===== config.mk =====
export PLATFORM = sky130hd
export DESIGN_NAME = hid_report_usage_locator_flat
export DESIGN_NICKNAME = d
export VERILOG_FILES = /design/src/rtl/hrul_pkg.sv /design/src/rtl/hrul_if.sv /design/src/rtl/hrul_ram.sv /design/src/rtl/hid_report_usage_locator.sv /design/src/flat_wrapper.sv
export SDC_FILE = /design/constraint.sdc
export NUM_CORES = 1
export LEC_CHECK = 0
export CAP_MARGIN = 30
export CORE_MARGIN = 1.5
export CORE_UTILIZATION = 37
export CTS_CLUSTER_SIZE = 30
export DETAILED_ROUTE_END_ITERATION = 10
export DONT_BUFFER_PORTS = 1
export GPL_TIMING_DRIVEN = 0
export PLACE_DENSITY = 0.6
export SYNTH_ARGS = -nofsm -noshare
export SYNTH_HDL_FRONTEND = slang
export SYNTH_SLANG_ARGS = --single-unit

===== constraint.sdc =====
create_clock -name clk -period 6.5 [get_ports clk]
set_clock_uncertainty 0.15 [all_clocks]
set_input_delay 0 -clock clk [delete_from_list [all_inputs] [get_ports clk]]
set_output_delay 0 -clock clk [all_outputs]
set_load 0.005 [all_outputs]

===== src/rtl/hrul_pkg.sv =====
`default_nettype none
// ----------------------------------------------------------------------------
// hrul_pkg: shared definitions for the HID report usage locator
// Item codes, usage slot sizing and the parse state record with its
// cleared value.
// ----------------------------------------------------------------------------
package hrul_pkg;

  // Usage list sizing
  localparam int USAGE_SLOTS = 16;
  localparam int SLOT_W      = $clog2(USAGE_SLOTS);
  localparam int FILL_W      = $clog2(USAGE_SLOTS + 1);

  // Configuration port
  localparam int CFG_ADDR_W  = 3;
  localparam logic REG_TARGET_PAGE  = 1'b0;
  localparam logic REG_TARGET_USAGE = 1'b1;

  // Reset values of the target registers
  localparam logic [15:0] TARGET_PAGE_RESET  = 16'h0001;
  localparam logic [15:0] TARGET_USAGE_RESET = 16'h0030;

  // Short item prefix fields
  localparam logic [1:0] TYPE_MAIN   = 2'd0;
  localparam logic [1:0] TYPE_GLOBAL = 2'd1;
  localparam logic [1:0] TYPE_LOCAL  = 2'd2;

  localparam logic [3:0] TAG_INPUT        = 4'd8;
  localparam logic [3:0] TAG_COLLECTION   = 4'd10;
  localparam logic [3:0] TAG_USAGE_PAGE   = 4'd0;
  localparam logic [3:0] TAG_REPORT_SIZE  = 4'd7;
  localparam logic [3:0] TAG_REPORT_ID    = 4'd8;
  localparam logic [3:0] TAG_REPORT_COUNT = 4'd9;
  localparam logic [3:0] TAG_USAGE        = 4'd0;
  localparam logic [3:0] TAG_USAGE_MIN    = 4'd1;
  localparam logic [3:0] TAG_USAGE_MAX    = 4'd2;

  localparam logic [7:0] LONG_ITEM_PREFIX = 8'hfe;
  localparam logic [7:0] CODE_NOT_FOUND   = 8'hff;
  localparam logic [31:0] RANGE_MIN_CLEAR = 32'd65535;

  // Parse state kept in flip-flops (the usage values live in a RAM)
  typedef struct packed {
    logic                   data_phase;
    logic [2:0]             bytes_left;
    logic [1:0]             byte_idx;
    logic [7:0]             prefix;
    logic [31:0]            value;
    logic [31:0]            page;
    logic [7:0]             field_size;
    logic [7:0]             field_count;
    logic [15:0]            bit_pos;
    logic [USAGE_SLOTS-1:0] slot_valid;
    logic [FILL_W-1:0]      fill;
    logic [31:0]            range_min;
    logic [31:0]            range_max;
    logic                   range_max_neg;
    logic [7:0]             match_code;
    logic                   matched;
    logic                   overflow;
  } parse_t;

  localparam parse_t PARSE_CLEAR = '{
    data_phase:    1'b0,
    bytes_left:    3'd0,
    byte_idx:      2'd0,
    prefix:        8'd0,
    value:         32'd0,
    page:          32'd0,
    field_size:    8'd0,
    field_count:   8'd0,
    bit_pos:       16'd0,
    slot_valid:    '0,
    fill:          '0,
    range_min:     RANGE_MIN_CLEAR,
    range_max:     32'd0,
    range_max_neg: 1'b1,
    match_code:    CODE_NOT_FOUND,
    matched:       1'b0,
    overflow:      1'b0
  };

  // Number of data bytes that follow a prefix
  function automatic logic [2:0] data_len(input logic [7:0] prefix);
    logic [2:0] len;
    len = (prefix[1:0] == 2'd3) ? 3'd4 : {1'b0, prefix[1:0]};
    return len;
  endfunction

endpackage : hrul_pkg
`default_nettype wire


===== src/rtl/hrul_if.sv =====
`default_nettype none
// ----------------------------------------------------------------------------
// hrul_if: request channels of the HID report usage locator
// Descriptor byte channel and result channel, valid/ready handshake.
// ----------------------------------------------------------------------------
interface hrul_in_if;
  logic       valid;
  logic       ready;
  logic [7:0] desc_byte;
  logic       last_byte;

  modport source (output valid, output desc_byte, output last_byte, input ready);
  modport sink   (input valid, input desc_byte, input last_byte, output ready);
endinterface : hrul_in_if

interface hrul_out_if;
  logic       valid;
  logic       ready;
  logic       found;
  logic [7:0] position_code;
  logic       usage_overflow;

  modport source (output valid, output found, output position_code,
                  output usage_overflow, input ready);
  modport sink   (input valid, input found, input position_code,
                  input usage_overflow, output ready);
endinterface : hrul_out_if
`default_nettype wire


===== src/rtl/hrul_ram.sv =====
`default_nettype none
// ----------------------------------------------------------------------------
// hrul_ram: generic simple dual-port RAM
// One write port, one read port, read data registered.
// ----------------------------------------------------------------------------
module hrul_ram #(
  parameter int WIDTH = 32,
  parameter int DEPTH = 16
) (
  input  wire logic                     clk,
  input  wire logic                     wr_en,
  input  wire logic [$clog2(DEPTH)-1:0] wr_addr,
  input  wire logic [WIDTH-1:0]         wr_data,
  input  wire logic [$clog2(DEPTH)-1:0] rd_addr,
  output logic      [WIDTH-1:0]         rd_data
);

  logic [WIDTH-1:0] mem [DEPTH];

  // Write, then register the read word
  always_ff @(posedge clk) begin
    if (wr_en) begin
      mem[wr_addr] <= wr_data;
    end
    rd_data <= mem[rd_addr];
  end

endmodule : hrul_ram
`default_nettype wire


===== src/rtl/hid_report_usage_locator.sv =====
`default_nettype none
// ----------------------------------------------------------------------------
// hid_report_usage_locator: find a usage in a HID report descriptor
// Parses short items of a report descriptor byte by byte and reports where
// the last Input field carrying the target page and usage sits in the report.
// ----------------------------------------------------------------------------
// Descriptor bytes are taken one per cycle whenever the parser is idle. Most
// items finish in the cycle of their last byte. An Input item walks its
// fields through the usage RAM after its last byte, each field with a read,
// then a compare. Every Usage Minimum or Maximum goes through a range check;
// one that opens a valid range then writes one RAM slot per cycle, up to 16
// slots. After the byte marked last, once the output register is free, the
// result register is loaded and the parser cleared; the next descriptor may
// start while the result still waits to be taken. No clearing pass is needed
// after reset: the usage slots carry valid bits.
module hid_report_usage_locator
  import hrul_pkg::*;
(
  input  wire logic                  clk,
  input  wire logic                  rst_n,
  hrul_in_if.sink                    in_chan,
  hrul_out_if.source                 out_chan,
  input  wire logic                  psel,
  input  wire logic                  penable,
  input  wire logic                  pwrite,
  input  wire logic [CFG_ADDR_W-1:0] paddr,
  input  wire logic [31:0]           pwdata,
  output logic      [31:0]           prdata,
  output logic                       pready
);

  typedef enum logic [5:0] {
    S_IDLE       = 6'b000001,
    S_WALK_RD    = 6'b000010,
    S_WALK_CMP   = 6'b000100,
    S_RANGE_CHK  = 6'b001000,
    S_RANGE_FILL = 6'b010000,
    S_DONE       = 6'b100000
  } state_t;

  state_t              state_r, state_nxt;
  parse_t              ps_r, ps_nxt;
  logic                last_pend_r, last_pend_nxt;
  logic [7:0]          j_r, j_nxt;
  logic [SLOT_W-1:0]   span_last_r, span_last_nxt;
  logic [15:0]         tgt_page_r, tgt_page_nxt;
  logic [15:0]         tgt_usage_r, tgt_usage_nxt;
  logic                out_valid_r, out_valid_nxt;
  logic                out_found_r, out_found_nxt;
  logic [7:0]          out_code_r, out_code_nxt;
  logic                out_ovf_r, out_ovf_nxt;

  // RAM ports
  logic                ram_we;
  logic [SLOT_W-1:0]   ram_waddr;
  logic [31:0]         ram_wdata;
  logic [31:0]         ram_rdata;

  // Item decode helpers
  logic                item_done;
  logic [7:0]          cur_prefix;
  logic [31:0]         cur_value;
  logic [FILL_W-1:0]   fill_inc;
  state_t              exit_state;

  // Field walk helpers
  logic [15:0]         bp_new;
  logic [15:0]         bp_less;
  logic [2:0]          bit_k;
  logic [7:0]          byte_b;
  logic [31:0]         slot_usage;
  logic                slot_live;

  // Range check helpers
  logic [32:0]         range_diff;
  logic                range_open;

  hrul_ram #(
    .WIDTH (32),
    .DEPTH (USAGE_SLOTS)
  ) u_usage_ram (
    .clk     (clk),
    .wr_en   (ram_we),
    .wr_addr (ram_waddr),
    .wr_data (ram_wdata),
    .rd_addr (j_r[SLOT_W-1:0]),
    .rd_data (ram_rdata)
  );

  // Configuration port
  assign pready = 1'b1;
  assign prdata = (paddr[2] == REG_TARGET_USAGE) ? {16'd0, tgt_usage_r}
                                                  : {16'd0, tgt_page_r};

  always_comb begin
    tgt_page_nxt  = tgt_page_r;
    tgt_usage_nxt = tgt_usage_r;
    if (psel && penable && pwrite) begin
      unique case (paddr[2])
        REG_TARGET_PAGE:  tgt_page_nxt  = pwdata[15:0];
        REG_TARGET_USAGE: tgt_usage_nxt = pwdata[15:0];
        default:          tgt_page_nxt  = tgt_page_r;
      endcase
    end
  end

  // Channel ports
  assign in_chan.ready          = (state_r == S_IDLE);
  assign out_chan.valid         = out_valid_r;
  assign out_chan.found         = out_found_r;
  assign out_chan.position_code = out_code_r;
  assign out_chan.usage_overflow = out_ovf_r;

  // Field position arithmetic
  assign bp_new     = ps_r.bit_pos + {8'd0, ps_r.field_size};
  assign bp_less    = bp_new - 16'd1;
  assign bit_k      = bp_less[2:0];
  assign byte_b     = bp_new[10:3];
  assign slot_live  = (j_r < 8'(USAGE_SLOTS)) && ps_r.slot_valid[j_r[SLOT_W-1:0]];
  assign slot_usage = slot_live ? ram_rdata : 32'd0;

  // Usage range check
  assign range_diff = {1'b0, ps_r.range_max} - {1'b0, ps_r.range_min};
  assign range_open = !ps_r.range_max_neg && !range_diff[32] && (range_diff != 33'd0);

  assign fill_inc   = (ps_r.fill < FILL_W'(USAGE_SLOTS)) ? ps_r.fill + FILL_W'(1)
                                                        : ps_r.fill;
  assign exit_state = last_pend_r ? S_DONE : S_IDLE;

  // Byte assembly of the current item
  always_comb begin
    item_done  = 1'b0;
    cur_prefix = ps_r.prefix;
    cur_value  = ps_r.value;
    if (!ps_r.data_phase) begin
      cur_prefix = in_chan.desc_byte;
      cur_value  = 32'd0;
      item_done  = (data_len(in_chan.desc_byte) == 3'd0);
    end else begin
      cur_value  = ps_r.value | ({24'd0, in_chan.desc_byte} << {ps_r.byte_idx, 3'b000});
      item_done  = (ps_r.bytes_left == 3'd1);
    end
  end

  // Parser sequencer
  always_comb begin
    state_nxt     = state_r;
    ps_nxt        = ps_r;
    last_pend_nxt = last_pend_r;
    j_nxt         = j_r;
    span_last_nxt = span_last_r;
    out_valid_nxt = out_valid_r;
    out_found_nxt = out_found_r;
    out_code_nxt  = out_code_r;
    out_ovf_nxt   = out_ovf_r;
    ram_we        = 1'b0;
    ram_waddr     = ps_r.fill[SLOT_W-1:0];
    ram_wdata     = cur_value;

    // Drop the result once taken
    if (out_valid_r && out_chan.ready) begin
      out_valid_nxt = 1'b0;
    end

    unique case (state_r)
      S_IDLE: begin
        if (in_chan.valid) begin
          last_pend_nxt = in_chan.last_byte;
          state_nxt     = in_chan.last_byte ? S_DONE : S_IDLE;
          // Assemble prefix and data bytes
          if (!ps_r.data_phase) begin
            ps_nxt.prefix     = in_chan.desc_byte;
            ps_nxt.value      = 32'd0;
            ps_nxt.byte_idx   = 2'd0;
            ps_nxt.bytes_left = data_len(in_chan.desc_byte);
            ps_nxt.data_phase = !item_done;
          end else begin
            ps_nxt.value      = cur_value;
            ps_nxt.byte_idx   = ps_r.byte_idx + 2'd1;
            ps_nxt.bytes_left = ps_r.bytes_left - 3'd1;
            ps_nxt.data_phase = !item_done;
          end
          // Act on a completed short item
          if (item_done && (cur_prefix != LONG_ITEM_PREFIX)) begin
            case (cur_prefix[3:2])
              TYPE_MAIN: begin
                if (cur_prefix[7:4] == TAG_INPUT) begin
                  j_nxt     = 8'd0;
                  state_nxt = S_WALK_RD;
                end else if (cur_prefix[7:4] == TAG_COLLECTION) begin
                  ps_nxt.fill = '0;
                end
              end
              TYPE_GLOBAL: begin
                case (cur_prefix[7:4])
                  TAG_USAGE_PAGE:   ps_nxt.page        = cur_value;
                  TAG_REPORT_SIZE:  ps_nxt.field_size  = cur_value[7:0];
                  TAG_REPORT_COUNT: ps_nxt.field_count = cur_value[7:0];
                  TAG_REPORT_ID:    ps_nxt.bit_pos     = ps_r.bit_pos + 16'd8;
                  default:          ps_nxt.page        = ps_r.page;
                endcase
              end
              TYPE_LOCAL: begin
                case (cur_prefix[7:4])
                  TAG_USAGE: begin
                    if (ps_r.fill < FILL_W'(USAGE_SLOTS)) begin
                      ram_we = 1'b1;
                      ps_nxt.slot_valid[ps_r.fill[SLOT_W-1:0]] = 1'b1;
                    end
                    ps_nxt.fill = fill_inc;
                    if (fill_inc == FILL_W'(USAGE_SLOTS)) begin
                      ps_nxt.overflow = 1'b1;
                    end
                  end
                  TAG_USAGE_MIN: begin
                    ps_nxt.range_min = cur_value;
                    state_nxt        = S_RANGE_CHK;
                  end
                  TAG_USAGE_MAX: begin
                    ps_nxt.range_max     = cur_value;
                    ps_nxt.range_max_neg = 1'b0;
                    state_nxt            = S_RANGE_CHK;
                  end
                  default: ps_nxt.fill = ps_r.fill;
                endcase
              end
              default: ps_nxt.fill = ps_r.fill;
            endcase
          end
        end
      end

      S_WALK_RD: begin
        if (j_r == ps_r.field_count) begin
          // Input done: clear the local usage state
          ps_nxt.slot_valid    = '0;
          ps_nxt.fill          = '0;
          ps_nxt.range_min     = RANGE_MIN_CLEAR;
          ps_nxt.range_max_neg = 1'b1;
          state_nxt            = exit_state;
        end else begin
          state_nxt = S_WALK_CMP;
        end
      end

      S_WALK_CMP: begin
        // Advance one field and compare its usage
        ps_nxt.bit_pos = bp_new;
        if ((ps_r.page == {16'd0, tgt_page_r}) && (slot_usage == {16'd0, tgt_usage_r})) begin
          ps_nxt.matched    = 1'b1;
          ps_nxt.match_code = (bit_k == 3'd7) ? byte_b - 8'd1
                                              : byte_b | {1'b0, bit_k, 4'b0000};
        end
        j_nxt     = j_r + 8'd1;
        state_nxt = S_WALK_RD;
      end

      S_RANGE_CHK: begin
        if (range_open) begin
          j_nxt = 8'd0;
          if (range_diff[31:0] >= 32'(USAGE_SLOTS - 1)) begin
            span_last_nxt   = SLOT_W'(USAGE_SLOTS - 1);
            ps_nxt.fill     = FILL_W'(USAGE_SLOTS);
            ps_nxt.overflow = 1'b1;
          end else begin
            span_last_nxt = range_diff[SLOT_W-1:0];
            ps_nxt.fill   = FILL_W'(range_diff[SLOT_W-1:0]) + FILL_W'(1);
          end
          state_nxt = S_RANGE_FILL;
        end else begin
          state_nxt = exit_state;
        end
      end

      S_RANGE_FILL: begin
        // Write one range value per cycle
        ram_we    = 1'b1;
        ram_waddr = j_r[SLOT_W-1:0];
        ram_wdata = ps_r.range_min + {24'd0, j_r};
        ps_nxt.slot_valid[j_r[SLOT_W-1:0]] = 1'b1;
        if (j_r[SLOT_W-1:0] == span_last_r) begin
          state_nxt = exit_state;
        end else begin
          j_nxt = j_r + 8'd1;
        end
      end

      S_DONE: begin
        // Load the result when the output register is free, then clear
        if (!out_valid_r || out_chan.ready) begin
          out_valid_nxt = 1'b1;
          out_found_nxt = ps_r.matched;
          out_code_nxt  = ps_r.matched ? ps_r.match_code : CODE_NOT_FOUND;
          out_ovf_nxt   = ps_r.overflow;
          ps_nxt        = PARSE_CLEAR;
          last_pend_nxt = 1'b0;
          state_nxt     = S_IDLE;
        end
      end

      default: state_nxt = S_IDLE;
    endcase
  end

  // Control and parse state
  always_ff @(posedge clk) begin
    if (!rst_n) begin
      state_r     <= S_IDLE;
      ps_r        <= PARSE_CLEAR;
      last_pend_r <= 1'b0;
      j_r         <= 8'd0;
      tgt_page_r  <= TARGET_PAGE_RESET;
      tgt_usage_r <= TARGET_USAGE_RESET;
      out_valid_r <= 1'b0;
    end else begin
      state_r     <= state_nxt;
      ps_r        <= ps_nxt;
      last_pend_r <= last_pend_nxt;
      j_r         <= j_nxt;
      tgt_page_r  <= tgt_page_nxt;
      tgt_usage_r <= tgt_usage_nxt;
      out_valid_r <= out_valid_nxt;
    end
  end

  // Payload registers
  always_ff @(posedge clk) begin
    span_last_r <= span_last_nxt;
    out_found_r <= out_found_nxt;
    out_code_r  <= out_code_nxt;
    out_ovf_r   <= out_ovf_nxt;
  end

`ifndef SYNTHESIS
  // Fill count never passes the slot count
  a_fill_bound: assert property (@(posedge clk) disable iff (!rst_n)
    ps_r.fill <= FILL_W'(USAGE_SLOTS))
    else $error("usage fill count beyond slot count");

  // A full usage list has always raised the overflow flag
  a_full_flags: assert property (@(posedge clk) disable iff (!rst_n)
    (ps_r.fill == FILL_W'(USAGE_SLOTS)) |-> ps_r.overflow)
    else $error("usage list full without overflow flag");

  // A compare always follows the RAM read of the same slot
  a_walk_order: assert property (@(posedge clk) disable iff (!rst_n)
    (state_r == S_WALK_CMP) |-> ($past(state_r) == S_WALK_RD) && $stable(j_r))
    else $error("field compare without matching RAM read");

  // A result without a match carries the not-found code
  a_not_found: assert property (@(posedge clk) disable iff (!rst_n)
    (out_valid_r && !out_found_r) |-> (out_code_r == CODE_NOT_FOUND))
    else $error("not-found result with a position code");
`endif

endmodule : hid_report_usage_locator
`default_nettype wire

===== src/flat_wrapper.sv =====
// flat-port wrapper written by rule: the top's interface ports become plain ports
module hid_report_usage_locator_flat import hrul_pkg::*;
  (clk, rst_n, psel, penable, pwrite, paddr, pwdata, prdata, pready, in_chan_valid, in_chan_desc_byte, in_chan_last_byte, in_chan_ready, out_chan_valid, out_chan_found, out_chan_position_code, out_chan_usage_overflow, out_chan_ready);
  hrul_in_if in_chan_i ();
  hrul_out_if out_chan_i ();
  input  wire logic clk;
  input  wire logic rst_n;
  input  wire logic psel;
  input  wire logic penable;
  input  wire logic pwrite;
  input  wire logic [CFG_ADDR_W-1:0] paddr;
  input  wire logic [31:0] pwdata;
  output logic      [31:0] prdata;
  output logic pready;
  input wire logic [$bits(in_chan_i.valid)-1:0] in_chan_valid;
  input wire logic [$bits(in_chan_i.desc_byte)-1:0] in_chan_desc_byte;
  input wire logic [$bits(in_chan_i.last_byte)-1:0] in_chan_last_byte;
  output wire logic [$bits(in_chan_i.ready)-1:0] in_chan_ready;
  output wire logic [$bits(out_chan_i.valid)-1:0] out_chan_valid;
  output wire logic [$bits(out_chan_i.found)-1:0] out_chan_found;
  output wire logic [$bits(out_chan_i.position_code)-1:0] out_chan_position_code;
  output wire logic [$bits(out_chan_i.usage_overflow)-1:0] out_chan_usage_overflow;
  input wire logic [$bits(out_chan_i.ready)-1:0] out_chan_ready;
  assign in_chan_i.valid = in_chan_valid;
  assign in_chan_i.desc_byte = in_chan_desc_byte;
  assign in_chan_i.last_byte = in_chan_last_byte;
  assign in_chan_ready = in_chan_i.ready;
  assign out_chan_valid = out_chan_i.valid;
  assign out_chan_found = out_chan_i.found;
  assign out_chan_position_code = out_chan_i.position_code;
  assign out_chan_usage_overflow = out_chan_i.usage_overflow;
  assign out_chan_i.ready = out_chan_ready;
  hid_report_usage_locator u_core (.clk(clk), .rst_n(rst_n), .in_chan(in_chan_i), .out_chan(out_chan_i), .psel(psel), .penable(penable), .pwrite(pwrite), .paddr(paddr), .pwdata(pwdata), .prdata(prdata), .pready(pready));
endmodule

==> impl_metrics.tcl, run 1 <==
set metrics [dict create \
    clock-sinks 807 \
    io_buffers 0 \
    via_per_inst 5.538 \
    synthArstFlopShare_pct 0 \
    io_pins 96 \
    final_max_slew_viol_count 0 \
    via_count 25427 \
    grt_use_total_pct 20.63 \
    grt_pass1_vias 24684 \
    fp-row-count 114 \
    synth.most_common_cell "edfxtp_1" \
    synthTopCellsByCount "edfxtp_1 (526), nand2_1 (345), dfxtp_1 (281)" \
    synth_top_area_share_pct 43.42 \
    cp-start-kind "flip-flop" \
    post-cts-setup-buffer-count 0 \
    drtAntennaViolNets 0 \
    critPathArrivalTime_ns 6.07 \
    synth-seq-area-share_pct 58.88 \
    cts.path.max_buffers 3 \
    clk_latency_ns 0.65 \
    synthTopCellsByArea "edfxtp_1 (43%), dfxtp_1 (15%), mux4_2 (10%), nand2_1 (3.6%), a21oi_1 (3.5%)" \
    drt_pass1_iterations 8 \
    groute.layer.met2.usage_pct 33.44 \
    synth_cell_types 85 \
    synth_area_mm2 0.03638 \
    crit_required_ns 6.70 \
    maxSlewHeadroom_pct 29.17 \
    htreeDepth 3 \
    met1_usage_pct 28.55 \
    cpPeakStageDelay_ns 0.59 \
    fin_setup_tns_ns 0 \
    timing.rr.end "u_core.u_usage_ram.mem[0][30]" \
    core_area_mm2 0.09699 \
    worstMarginPinSlew_ns 1.055 \
    setup_viol_count_final 0 \
    die_y_um 316.6 \
    crit-reg2reg-launch "u_core.j_r[1]" \
    maxCapViolations 0 \
    clockRootBuffer "clkbuf_16" \
    netlist_instances 2988 \
    global_route.usage.met3_pct 3.022 \
    rsz0062_at_grt "false" \
    reg2reg_slack_ns 0.63 \
    grt_overflow 0 \
    floorplan.initialDensity_pct 37.51 \
    ys_warn_count 0 \
    hold_viol_final 0 \
    globalplace.congestion 0.9258 \
    reg2reg_depth 16 \
    final.period_utilization_pct 90.38 \
    wirelength_um 103800 \
    hold_class "in -> reg" \
    ys_ff_latch 807 \
    antenna_found_initial 2 \
    fin_crit_ns 5.875 \
    synth_area_per_cell_um2 12.18 \
    yosysTopAreaCell "edfxtp_1" \
    hold_ws_ns 0.07147 \
    die-area_mm2 0.1002 \
    cts_tree "built" \
    critPathCapture "u_core.u_usage_ram.mem[0][30]" \
    crit_type "reg -> reg" \
    cp-end-kind "flip-flop" \
    ir_drop_mv 0.1764 \
    die_w_um 316.6 \
    status "finished clean" \
    utilization_pct 44.11 \
    cp_cell_sequence "clkbuf_1 > clkbuf_2 > clkbuf_2 > inv_1 > fa_1 > nor2b_1 > o21ai_0 > a21boi_0 > o21ai_0 > a21boi_0 > o21a_1 > o21ai_1 > nor3_2 > nand3_1 > xnor2_1 > o21ai_2" \
    grt_max_degree 24 \
    syn_to_final_growth_pct 17.59 \
    synth_edf_count 526 \
    grt_pass1_wl_um 155300 \
    crit_path_start "u_core.j_r[1]" \
    layout.nets 3359 \
    whs_path_depth 3 \
    clkSlewWorstSetupHoldPaths_ns 0.06 \
    place_hpwl_um 73290 \
    crit_slowest_cell "clkbuf_2" \
    drc 0 \
    synth_top_flop_cell "edfxtp_1" \
    numCtsBuffers 87 \
    grt_busiest_layer "met2" \
    cp_max_fo 19 \
    drtIter0Drc 2527 \
    p_leak_nw 14.20 \
    drive_above_1_share_pct 13.34 \
    wl_per_cell_um 22.62 \
    power.density_mw_per_mm2 254.9 \
    fmax_mhz 170.2 \
]
## cells by family after synthesis
family | count (synthesis) | share of synthesized area, %
AOI/OAI and AO/OA | 564 | 9.465
xor gates and xnor gates | 94 | 2.263
adders and majority gates | 67 | 2.366
buffers and inverters | 276 | 3.109
DFF | 807 | 58.88
muxes | 227 | 12.01
other | 2 | 0.02064
and+or+nand+nor | 951 | 11.89
## cells in the final DEF, fill, tap and decap left out, drive strengths merged, types with 29 or more instances in the layout
| cell type | count |
|---|---|
| nand3 | 67 |
| nand2 | 345 |
| clkinv | 29 |
| buf | 109 |
| nor2 | 259 |
| mux2i | 37 |
| clkbuf | 280 |
| ha | 64 |
| nor3 | 99 |
| dfxtp | 281 |
| o21ai | 130 |
| a21oi | 257 |
| mux4 | 165 |
| inv | 81 |
| nor2b | 30 |
| dlygate4sd3 | 84 |
| edfxtp | 526 |
| xnor2 | 70 |
## cell type report
type	count	area [um2]
antenna	1	2.502
buffer	195	829.5
clock buffer	128	2402
clock inverter	34	342.8
fill	8774	54210
inverter	80	300.3
multi-input combinational	1920	14040
sequential	807	21420
tap	1276	1597
timing repair buffer	150	1848
## worst max-delay path, delay by kind of cell (launching register included)
kind | cells | cell delay (ns)
flip-flops | 1 | 0.39
AO/OA/AOI/OAI | 7 | 1.77
adder cells (fa/ha/maj) | 1 | 0.49
buffers and inverters | 4 | 1.73
XOR/XNOR | 1 | 0.17
AND/OR/NAND/NOR | 3 | 0.87
## state kept, by name, indices dropped and copies added (netlist names)
register and count:
u_core.j_r 8, u_core.last_pend_r 1, u_core.out_chan.found 1, u_core.out_chan.position_code 8, u_core.out_chan.usage_overflow 1, u_core.out_chan.valid 1
u_core.ps_r 201, u_core.span_last_r 4, u_core.state_r 6, u_core.tgt_page_r 16, u_core.tgt_usage_r 16, u_core.u_usage_ram.mem 512
u_core.u_usage_ram.rd_data 32
## worst min path at each step
stage	start	endpoint	slack [ns]
3_3_place_gp	pwdata[0]	u_core.tgt_page_r[0]	-0.02
3_5_place_dp	pwdata[5]	u_core.tgt_usage_r[5]	-0.02
4_1_cts	out_chan_ready	u_core.out_chan.valid	0.05
2_1_floorplan	pwdata[4]	u_core.tgt_usage_r[4]	-0.03
6_report	out_chan_ready	u_core.out_chan.valid	0.07
5_1_grt	out_chan_ready	u_core.out_chan.valid	0.11
## metal layers
metal / routed length, um / vias up / part of all wire, %
met5: 0 / - / 0
met1: 45390 / 12705 / 44
li1: - / 11618 / -
met3: 6857 / 155 / 6.6
met2: 48650 / 949 / 47
met4: 2950 / 0 / 2.8
## metrics by stage
step | cell area [um2] | setup slack [ns] | instances | power [mW]
floorplan | 36440 | 1.437 | 3003 | 6.018
global placement | 38030 | -1.478 | 4279 | 6.207
detailed placement | 39160 | -0.8868 | 4343 | 6.218
CTS | 42760 | 0.2964 | 4589 | 10.97
global route | 42780 | 0.2207 | 4590 | 11.25
finish | 42780 | 0.6254 | 4591 | 10.91
## report_power, final
group | leakage, nW | switching (mW) | internal (mW)
clock | 1.32 | 2.04 | 2.70
combinational | 5.86 | 0.453 | 0.216
sequential | 7.01 | 0.0389 | 5.46
total | 14.2 | 2.53 | 8.38
## what timing repair did
action	in CTS	in global routing
endpoints found under the hold margin	254	0
hold buffers	84	0
endpoints found under the setup margin	96	32
gates resized for setup	5	0
No activity file was read; power rests on OpenSTA's default activity.
==> run 2, diff against run 1 <==
--- a/config.mk
+++ b/config.mk
@@ -5,9 +5,9 @@
 export SDC_FILE = /design/constraint.sdc
 export NUM_CORES = 1
 export LEC_CHECK = 0
-export CAP_MARGIN = 30
 export CORE_MARGIN = 1.5
 export CORE_UTILIZATION = 37
+export CTS_BUF_LIST = sky130_fd_sc_hd__clkbuf_8
 export CTS_CLUSTER_SIZE = 30
 export DETAILED_ROUTE_END_ITERATION = 10
 export DONT_BUFFER_PORTS = 1
==> run 2 against run 1 <==
Net effect:
- first-iteration DRC count rose by 15%
- largest cell class unchanged
- via count rose by 2.0%
- maximum frequency fell by 1.1%
- clock-buffer cell count rose by 26
- critical endpoint is now u_core.u_usage_ram.mem[15][28]
- die area did not move
- power fell by 2.7%
- highest routed layer unchanged
- critical path depth did not move
==> impl_metrics.tcl, run 2 (synthesized netlist as in run 1, its figures left out) <==
set metrics [dict create \
    final_cell_mix "edfxtp_1 (526), nand2_1 (345), dfxtp_1 (281)" \
    cp_max_fo 19 \
    cp-start-kind "flip-flop" \
    die_w_um 316.6 \
    whs_path_depth 5 \
    fmax_mhz 168.4 \
    internal_power_mw 7.967 \
    reg2reg_depth 16 \
    power.switching_mw 2.650 \
    grt_max_degree 24 \
    grt_use_total_pct 21.07 \
    p_leak_nw 14.27 \
    stdcell_count 4663 \
    drtAntennaViolNets 0 \
    timing.rr.end "u_core.u_usage_ram.mem[15][28]" \
    cts.path.max_buffers 3 \
    p_sw_share_pct 24.96 \
    wl_per_cell_um 22.70 \
    fin_crit_ns 5.938 \
    drive_above_1_share_pct 14.63 \
    clk_latency_ns 0.80 \
    syn_to_final_growth_pct 16.95 \
    hold_class "in -> reg" \
    ir_drop_mv 0.1794 \
    placed_area_mm2 0.03884 \
    clkSlewWorstSetupHoldPaths_ns 0.06 \
    drt_pass1_iterations 8 \
    clock_power_share_pct 41.8 \
    die-area_mm2 0.1002 \
    largest_reg_flops 512 \
    via_per_inst 5.563 \
    largest_registers "u_core.u_usage_ram.mem: 512 flops, u_core.ps_r: 201 flops, u_core.u_usage_ram.rd_data: 32 flops" \
    drc 0 \
    power.density_mw_per_mm2 249.5 \
    grt_pass1_wl_um 157400 \
    die_y_um 316.6 \
    core_area_mm2 0.09699 \
    pre_cts_slack_ns -0.9093 \
    setup_viol_count_final 0 \
    total_power_mw 10.62 \
    status "finished clean" \
    critPathArrivalTime_ns 6.30 \
    floorplan.initialDensity_pct 37.51 \
    place_hpwl_um 72590 \
    utilization_pct 43.87 \
    cts_tree "built" \
    clockRootBuffer "clkbuf_8" \
    hold_start "in_chan_last_byte" \
    regMostFlops "u_core.u_usage_ram.mem" \
    rsz0062_at_grt "false" \
    htreeDepth 4 \
    hold_viol_final 0 \
    final_common_cell "edfxtp_1" \
    seq_power_share_pct 51.8 \
    globalplace.congestion 0.9258 \
    crit_type "reg -> reg" \
    io_buffers 0 \
    hold_path_end "u_core.state_r[0]" \
    grt_pass1_vias 25086 \
    fp-row-count 114 \
    layout_setup_ws_ns 0.5615 \
    final_max_slew_viol_count 0 \
    clock-sinks 807 \
    cp-end-kind "flip-flop" \
    post-cts-setup-buffer-count 0 \
    io_pins 96 \
    crit-reg2reg-launch "u_core.j_r[1]" \
    dp_cells 4317 \
    fin_setup_tns_ns 0 \
    wirelength_um 105800 \
    reg2reg_slack_ns 0.56 \
    worstMarginPinSlew_ns 1.326 \
    drtIter0Drc 2904 \
    antenna_found_initial 4 \
    numCtsBuffers 135 \
    layout.nets 3399 \
    maxSlewHeadroom_pct 11.00 \
    grt_overflow 0 \
    design_area_mm2 0.04255 \
    hold_ws_ns 0.08898 \
    crit_required_ns 6.87 \
    maxCapViolations 0 \
    combPwrFrac_pct 6.4 \
    via_count 25939 \
    final.period_utilization_pct 91.36 \
]
==> run 2: worst max path at each step <==
stage          cells after the start           from                              to  slack, ns
5_1_grt                           16  u_core.j_r[1]   u_core.u_usage_ram.mem[4][28]       0.17
2_1_floorplan                     17  u_core.j_r[1]   u_core.u_usage_ram.mem[0][22]       1.44
4_1_cts                           17  u_core.j_r[1]   u_core.u_usage_ram.mem[5][28]       0.28
6_report                          16  u_core.j_r[1]  u_core.u_usage_ram.mem[15][28]       0.56
3_5_place_dp                      17  u_core.j_r[1]  u_core.u_usage_ram.mem[14][28]      -0.91
3_3_place_gp                      17  u_core.j_r[1]  u_core.u_usage_ram.mem[10][20]      -1.48
==> run 2: worst max-delay path, stage by stage (launching register included) <==
cell	delay, ns
dfxtp_1	0.41
clkbuf_1	0.49
clkbuf_2	0.62
clkbuf_2	0.47
inv_1	0.21
fa_1	0.49
nor2b_1	0.13
o21ai_0	0.11
a21boi_0	0.30
o21ai_0	0.17
a21boi_0	0.32
o21a_1	0.19
o21ai_1	0.19
nor3_2	0.55
nand3_1	0.17
xnor2_1	0.17
o21ai_2	0.50
==> run 2: power groups by stage <==
stage / sequential, mW / clock [mW] / combinational [mW]
4_1_cts: 5.50 / 4.53 / 0.663
6_report: 5.50 / 4.44 / 0.679
3_5_place_dp: 5.60 / 0 / 0.612
2_1_floorplan: 5.59 / 0 / 0.427
5_1_grt: 5.50 / 4.75 / 0.737
3_3_place_gp: 5.61 / 0 / 0.602
==> run 2: routing by layer <==
metal	vias to the layer above	global-route usage [%]	share of wire, %
met5	-	0	0
met4	0	8.290	3.2
met3	198	2.995	6.8
met2	1095	33.71	47
met1	12911	28.95	43
li1	11735	-	-
==> run 2: cell type report <==
cell class | count | area, um2
fillers | 8877 | 54450
flip-flops and latches | 807 | 21420
multi-input cells | 1920 | 14040
clock buffers | 154 | 2120
repair buffers | 142 | 1710
well taps | 1276 | 1597
plain buffers | 195 | 829.5
clock inverters | 86 | 524.3
inverters | 80 | 300.3
diodes | 3 | 7.507
==> run 2: repair_timing <==
action / 4_1_cts / 5_1_grt
endpoints found under the setup margin: 96 / 32
resized for setup: 5 / 0
hold buffers: 104 / 0
pin swaps: 0 / 0
endpoints found under the hold margin: 557 / 0
